===== config.mk =====
export PLATFORM = sky130hd
export DESIGN_NAME = rrs_front
export DESIGN_NICKNAME = d
export VERILOG_FILES = /design/src/rtl/rrs_pkg.sv /design/src/rtl/rrs_front.sv
export SDC_FILE = /design/constraint.sdc
export NUM_CORES = 1
export LEC_CHECK = 0
export BUFFER_PORTS_ARGS = -buffer_cell sky130_fd_sc_hd__clkbuf_2
export CORE_AREA = 3 3 265 267
export DETAILED_ROUTE_END_ITERATION = 6
export DIE_AREA = 0 0 268 270
export PLACE_DENSITY = 0.69
export SLEW_MARGIN = 20
export SYNTH_ARGS = -nofsm -noshare
export SYNTH_HDL_FRONTEND = slang
export SYNTH_SLANG_ARGS = --single-unit

===== constraint.sdc =====
create_clock -name clk -period 20 [get_ports clk]
set_input_delay 1 -clock clk [delete_from_list [all_inputs] [get_ports clk]]
set_output_delay 1 -clock clk [all_outputs]
set_load 0.005 [all_outputs]

===== src/rtl/rrs_pkg.sv =====
// ----------------------------------------------------------------------------
// rrs_pkg: shared types and constants of the ray range sensor block
// Word formats, register indexes, CORDIC step angles, edge unit request and
// response bundles.
// ----------------------------------------------------------------------------
package rrs_pkg;

  localparam int COORD_W    = 32;
  localparam int ANGLE_W    = 16;
  localparam int FRAC_W     = 17;
  localparam int READING_W  = 16;
  localparam int LEN_W      = 31;
  localparam int CFG_DATA_W = 31;
  localparam int CFG_IDX_W  = 2;
  localparam int CORDIC_W   = 34;
  localparam int CORDIC_STEPS = 16;
  localparam int STEP_W     = 4;
  localparam int RAY_W      = 34;
  localparam int PROD_W     = 68;
  localparam int REM_W      = 69;
  localparam int DIV_STEPS  = 17;

  localparam logic [CFG_IDX_W-1:0] REG_SENSOR_LENGTH = 2'd0;
  localparam logic [CFG_IDX_W-1:0] REG_READING_SCALE = 2'd1;

  localparam logic OP_SENSE = 1'b0;
  localparam logic OP_CLEAR = 1'b1;

  localparam logic [LEN_W-1:0]     SENSOR_LENGTH_RST = 31'd655360;
  localparam logic [READING_W-1:0] READING_SCALE_RST = 16'd65535;
  localparam logic [FRAC_W-1:0]    FRAC_ONE          = 17'h10000;
  localparam logic [ANGLE_W-1:0]   QUARTER_TURN      = 16'h4000;
  localparam logic signed [CORDIC_W-1:0] CORDIC_X0   = 34'sd652032874;

  typedef struct packed {
    logic                      opcode;
    logic signed [COORD_W-1:0] pos_x;
    logic signed [COORD_W-1:0] pos_y;
    logic [ANGLE_W-1:0]        heading;
    logic signed [COORD_W-1:0] corner0_x;
    logic signed [COORD_W-1:0] corner0_y;
    logic signed [COORD_W-1:0] corner1_x;
    logic signed [COORD_W-1:0] corner1_y;
    logic signed [COORD_W-1:0] corner2_x;
    logic signed [COORD_W-1:0] corner2_y;
    logic signed [COORD_W-1:0] corner3_x;
    logic signed [COORD_W-1:0] corner3_y;
  } in_word_t;

  typedef struct packed {
    logic [5:0]           ray_index;
    logic [READING_W-1:0] reading;
    logic                 last;
  } out_word_t;

  typedef struct packed {
    logic     clear;
    in_word_t word;
  } item_t;

  typedef struct packed {
    logic signed [COORD_W-1:0] px;
    logic signed [COORD_W-1:0] py;
    logic signed [RAY_W-1:0]   rx;
    logic signed [RAY_W-1:0]   ry;
    logic signed [COORD_W-1:0] ax;
    logic signed [COORD_W-1:0] ay;
    logic signed [COORD_W-1:0] bx;
    logic signed [COORD_W-1:0] by;
  } edge_req_t;

  typedef struct packed {
    logic              hit;
    logic [FRAC_W-1:0] frac;
  } edge_rsp_t;

  function automatic logic signed [CORDIC_W-1:0] atan_step(input logic [STEP_W-1:0] k);
    logic signed [CORDIC_W-1:0] r;
    case (k)
      4'd0:    r = 34'sd536870912;
      4'd1:    r = 34'sd316933406;
      4'd2:    r = 34'sd167458907;
      4'd3:    r = 34'sd85004756;
      4'd4:    r = 34'sd42667331;
      4'd5:    r = 34'sd21354465;
      4'd6:    r = 34'sd10679838;
      4'd7:    r = 34'sd5340245;
      4'd8:    r = 34'sd2670163;
      4'd9:    r = 34'sd1335087;
      4'd10:   r = 34'sd667544;
      4'd11:   r = 34'sd333772;
      4'd12:   r = 34'sd166886;
      4'd13:   r = 34'sd83443;
      4'd14:   r = 34'sd41722;
      default: r = 34'sd20861;
    endcase
    return r;
  endfunction

endpackage


===== src/rtl/rrs_front.sv =====
// ----------------------------------------------------------------------------
// rrs_front: input side of the ray range sensor
// Accepts input words, marks clear commands and holds them in a two-entry
// queue for the back end.
// ----------------------------------------------------------------------------
module rrs_front import rrs_pkg::*; (
  input  logic     clk,
  input  logic     rst,
  input  logic     in_valid,
  output logic     in_ready,
  input  in_word_t in_word,
  output logic     item_valid,
  input  logic     item_pop,
  output item_t    item
);

  item_t      slots [2];
  logic       wr_ptr;
  logic       rd_ptr;
  logic [1:0] count;
  logic       push;
  logic       pop;

  assign in_ready   = (count != 2'd2);
  assign item_valid = (count != 2'd0);
  assign item       = slots[rd_ptr];
  assign push       = in_valid && in_ready;
  assign pop        = item_pop && item_valid;

  always_ff @(posedge clk) begin
    if (rst) begin
      wr_ptr <= 1'b0;
      rd_ptr <= 1'b0;
      count  <= 2'd0;
    end else begin
      if (push) wr_ptr <= ~wr_ptr;
      if (pop) rd_ptr <= ~rd_ptr;
      count <= count + {1'b0, push} - {1'b0, pop};
    end
  end

  always_ff @(posedge clk) begin
    if (push) begin
      slots[wr_ptr].clear <= (in_word.opcode == OP_CLEAR);
      slots[wr_ptr].word  <= in_word;
    end
  end

endmodule


==> results.cfg, run 1 <==
[logic_synthesis]
yosysMostFrequentCell = edfxtp_1
ys_seq_area_frac = 0.775
async_flop_share = 0
synth-seq-cells = 679
syn_area_per_cell_um2 = 24.4
syn_nets = 1418
synth_edf_count = 674
synth_top_area_share = 0.772
yosys.area.top_type = edfxtp_1
ys_warn_count = 0
synth_area_um2 = 26200
ys.flop_type = edfxtp_1
synth_top_cells_by_count = 674 x edfxtp_1, 330 x mux2_4, 33 x buf_12
synthCells = 1075
ys_top_cells_by_area = edfxtp_1 77%, mux2_4 19%, buf_12 2.5%, dfxtp_1 0.38%, mux2_2 0.34%
synth_cell_type_count = 20

[setup_path]
crit_path_top_delay_cell = dfxtp_4
crit_path_max_fanout = 120
critPathLaunchType = register
crit_required_ps = 19000
arrival_ps = 4030
end_kind = output port
slowest_delay_ps = 1000
timing_worst_setup_path_type = register to output port
crit_chain = buf_4 -> buf_12 -> mux2_4 -> clkbuf_2
rr_worst_depth = 4
r2r_slack_ps = 16200
r2r-start = count[0]
r2r-end = slots[1][206]

[cts]
clk_pin_slew_ps = 60
htreeDepth = 3
worstSkewPairLatency_ps = 590
cts.sinks = 679
cts_buffers = 70
cts.path.max_buffers = 3
post_cts_buffers = 0
cts_resized = 0
cts_root_buffer = clkbuf_16
hold_buffers = 0
tritoncts = done

[run_status]
outcome = finished, final reports clean

[detailed_routing]
vias_per_cell = 4.65
drc_errors = 0
wirelength_um = 56300
drtIter0Drc = 772
ant_nets = 0
vias = 12723
wire_per_inst_um = 20.6
first_pass_iters = 4

[die]
die_h_um = 270
core_area_um2 = 68300
dieArea_um2 = 72400
start_util = 0.384
fp-row-count = 96
fp.dieW_um = 268
ios = 681

[place]
port_buffers = 680
dp_hpwl_um = 39500
gp_congestion = 0.762
post_dp_cell_area_um2 = 30100

[global_route]
grt_use_total = 0.151
grt_pass1_vias = 13709
overflow = 0
antenna_found_initial = 6
grt_max_degree = 156
grt_pass1_wl_um = 82900

[sta]
slew_headroom = 0.245
hold_viol_final = 0
period_share = 0.252
period_needed_ps = 5030
drv_slew = 0
finClkSkew_ps = 23.4
setup_viol = 0
tightest_slew_ps = 1130
fmax_mhz = 199
setup_tns_ps = 0
rsz0062_at_grt = false

[pwr]
ir_drop_uv = 95.1
leakage_nw = 12.8
p_per_area_nw_per_um2 = 133

[flow_run]
drv_cap = 0

[cells_and_area]
syn_to_final_growth_pct = 23.5
drive_above_1_share = 0.610
utilization = 0.474
finalInstanceArea_um2 = 32400
fin_nets = 2141

[worst_hold_path]
hold_class = register to register
hold_depth = 2
hold_start = rd_ptr
-- routing by layer --
layer,wire [um],track usage,vias up
li1,-,-,5753
met1,20000,0.161,6340
met2,29300,0.268,494
met3,4720,0.0507,134
met4,2340,0.0725,2
met5,16,0,-
-- worst max-delay path, delay by kind of cell (launching register included) --
family,cells,cell delay (ps)
buf+inv,3,1670
flops,1,1000
mux,1,380
-- power by group --
| part | internal [mW] | switching, mW |
|---|---|---|
| registers | 1.84 | 0.0768 |
| clock network | 0.735 | 0.529 |
| logic | 0.609 | 0.531 |
| total | 3.18 | 1.14 |
-- worst max path at each step --
stage / start / end / slack [ps] / depth (start not counted)
3_3_place_gp: register / item[122] / 15570 / 4
6_report: register / item[122] / 14970 / 4
5_1_grt: register / item[214] / 14750 / 4
4_1_cts: register / item[122] / 14900 / 4
2_1_floorplan: in_valid / slots[0][0] / 3930 / 2
3_5_place_dp: register / item[274] / 15570 / 4
-- metrics by stage --
step | power [mW] | setup slack, ps | hold slack (ps) | std cells
2_1_floorplan | 2.84 | 3930 | 481 | 1075
3_3_place_gp | 3.08 | 15570 | 497 | 2608
3_5_place_dp | 3.10 | 15570 | 509 | 2608
4_1_cts | 4.38 | 14900 | 527 | 2733
5_1_grt | 4.51 | 14750 | 553 | 2738
6_report | 4.32 | 14970 | 520 | 2738
-- state kept, by name, indices dropped and copies added (netlist names), named ones only --
signal  cells
wr_ptr      1
slots     674
count       2
rd_ptr      1
-- cell usage in the layout (no fill, tap or decap) --
| cell type | instances |
|---|---|
| nor3_1 | 1 |
| inv_16 | 2 |
| xor2_1 | 1 |
| and3_4 | 1 |
| diode_2 | 5 |
| inv_1 | 1 |
| edfxtp_1 | 674 |
| clkinv_16 | 1 |
| nor2_1 | 4 |
| nor2b_1 | 2 |
| clkinv_8 | 1 |
| nand2b_1 | 1 |
| nor2_4 | 1 |
| clkinv_2 | 13 |
| ha_1 | 2 |
| clkinv_4 | 1 |
| mux2_4 | 330 |
| o21a_1 | 1 |
| inv_6 | 1 |
| clkinv_1 | 15 |
| clkbuf_1 | 12 |
| bufinv_16 | 6 |
| dfxtp_1 | 4 |
| clkinvlp_4 | 2 |
| dfxtp_4 | 1 |
| nand2_1 | 1 |
| or2_2 | 1 |
| clkbuf_2 | 680 |
| clkbuf_16 | 71 |
| xnor2_1 | 1 |
| buf_12 | 3 |
| mux2_2 | 8 |
| buf_4 | 7 |
| and2_1 | 1 |
-- kinds of logic after synthesis --
logic type / share of synthesized area
buffers and inverters: 0.0278
adder cells (fa/ha/maj): 0.000954
multiplexers: 0.192
flip-flops: 0.775
AND/OR/NAND/NOR: 0.00248
AO/OA/AOI/OAI: 0.000286
XOR/XNOR: 0.000668
-- cell type report --
type	instances	area [um2]
inverters	1	3.75
clock buffers	83	1820
repair buffers	690	3520
clock inverters	42	420
flip-flops and latches	679	20300
multi-input cells	356	5170
fillers	5685	36000
well taps	882	1100
diodes	5	12.5
No activity file was read; power rests on OpenSTA's default activity.
==> inputs of run 2 (changes only) <==
==> constraint.sdc (replaced) <==
create_clock -name clk -period 5.2 [get_ports clk]
set_input_delay 0.26 -clock clk [delete_from_list [all_inputs] [get_ports clk]]
set_output_delay 0.26 -clock clk [all_outputs]
set_load 0.005 [all_outputs]
==> run 2 against run 1 <==
Against the previous run:
- hold slack worse by 410 ps
- sequential share of layout area is 6.4 points lower
- global-route usage is 1.3 points higher
- critical path depth is 1 lower
- power grew to 4.0 times the previous value
- utilization is 5.4 points higher
- final area is 11% higher
- worst setup slack worse by 13000 ps
- clock power grew to 4.1 times the previous value
- sequential power grew to 3.8 times the previous value
==> results.cfg, run 2 (synthesized netlist as in run 1, its figures left out) <==
[cells_and_area]
largest_reg_flops = 674
largest_registers = slots: 674 flops, count: 2 flops
fin_nets = 2485
fill_cells = 5235
top_register = slots
multi_input_area_um2 = 5190
syn_to_final_growth_pct = 37.5
final_common_cell = clkbuf_2
drive_above_1_share = 0.518
regArea_um2 = 20300
most-common-layout-cells = 680 x clkbuf_2, 674 x edfxtp_1, 339 x dlygate4sd3_1, 330 x mux2_4, 75 x clkbuf_16

[sta]
slew_headroom = 0.385
fmax_mhz = 356
holdWs_ps = 108
hold_viol_final = 0
tightest_slew_ps = 923
period_share = 0.540
drv_slew = 0
setup_ws_ps = 2390
period_needed_ps = 2810
finClkSkew_ps = 21.6
setup_viol = 0
rsz0062_at_grt = false

[setup_path]
critPathLaunchType = register
crit_chain = buf_12 -> mux2_4 -> clkbuf_2
r2r-end = slots[1][189]
crit_path_top_delay_cell = dfxtp_4
rr_worst_depth = 3
timing_worst_setup_path_type = register to output port
crit_path_max_fanout = 97
r2r_slack_ps = 2990
crit_required_ps = 4940
r2r-start = count[0]
critPathTopFamily = flip-flops
cp_num_buf_inv = 2
arrival_ps = 2550
slowest_delay_ps = 670
end_kind = output port

[cts]
worstSkewPairLatency_ps = 600
cts.path.max_buffers = 3
cts_buffers = 74
cts_root_buffer = clkbuf_16
tritoncts = done
cts.sinks = 679
clk_pin_slew_ps = 60
post_cts_buffers = 0
htreeDepth = 3

[run_status]
outcome = finished, final reports clean

[detailed_routing]
ant_nets = 0
drc_errors = 0
first_pass_iters = 6
vias = 14119
wire_per_inst_um = 19.8
vias_per_cell = 4.57
wirelength_um = 61200
drtIter0Drc = 710

[global_route]
antenna_found_initial = 9
grt_max_degree = 116
grt_pass1_vias = 15530
overflow = 0
grt_pass1_wl_um = 90800
grt_use_total = 0.164

[worst_hold_path]
hold_depth = 4
hold_start = item_pop
hold_class = primary input to register
min_delay_worst_endpoint = rd_ptr

[die]
ios = 681
start_util = 0.384
die_h_um = 270
dieArea_um2 = 72400
core_area_um2 = 68300
fp-row-count = 96
fp.dieW_um = 268

[pwr]
p_per_area_nw_per_um2 = 476
ir_drop_uv = 345
leakage_nw = 14.3

[flow_run]
drv_cap = 0

[place]
port_buffers = 680
dp_hpwl_um = 39300
pre_cts_ws_ps = 3000
gp_congestion = 0.771
-- run 2: changes by cell type in the layout (fill, tap and decap cells not counted), sizes merged, moves of 2 or more --
cell         before  now
dlygate4sd3       0  339
clkinv           31   35
clkbuf          763  768
inv               4    6
-- run 2: metrics by stage --
step                instance area [um2]  power, mW  setup TNS (ps)  utilization  cells
floorplan                         26300       10.6         -241760            -   1075
global placement                  30200       11.8               0        0.442   2609
CTS                               36000       17.3               0        0.527   3084
finish                            36100       17.1               0        0.528   3090
detailed placement                30200       11.9               0        0.442   2609
global route                      36100       17.9               0        0.528   3089
-- run 2: timing repair --
| item | 4_1_cts | 5_1_grt |
|---|---|---|
| resized for setup | 0 | 0 |
| endpoints found under the hold margin | 679 | 0 |
| hold buffers | 339 | 0 |
-- run 2: worst reg2reg max path, stage by stage, from the launching register on --
cell	delay, ps
dfxtp_2	350
nand2b_4	150
and3_4	650
buf_12	510
-- run 2: cell type report --
class,count,share of cell area
sequential,679,0.564
timing repair buffer,1030,0.194
multi-input combinational,356,0.144
clock buffer,88,0.0534
tap,882,0.0306
clock inverter,48,0.0137
antenna,6,0.000416
inverter,1,0.000104
-- run 2: how the worst max path moves through the flow --
| stage | from | endpoint | cells after the start |
|---|---|---|---|
| 3_5_place_dp | count[0] | slots[1][118] | 3 |
| 2_1_floorplan | count[0] | slots[0][0] | 3 |
| 5_1_grt | register | item[10] | 3 |
| 3_3_place_gp | count[0] | slots[1][190] | 3 |
| 4_1_cts | register | item[231] | 3 |
| 6_report | register | item[170] | 3 |
-- run 2: power by group --
part / total (mW) / switching [mW] / internal (mW) / leakage [nW]
Sequential: 7.33 / 0.266 / 7.06 / 6.34
Combinational: 4.67 / 2.15 / 2.52 / 6.79
Clock: 5.15 / 2.12 / 3.03 / 1.18
Total: 17.1 / 4.54 / 12.6 / 14.3
-- run 2: layer usage --
| metal | GRT usage | part of all wire | vias to the layer above |
|---|---|---|---|
| li1 | - | - | 6464 |
| met1 | 0.181 | 0.37 | 6956 |
| met2 | 0.295 | 0.53 | 555 |
| met3 | 0.0467 | 0.069 | 138 |
| met4 | 0.0676 | 0.036 | 6 |
| met5 | 0 | 0.00067 | - |
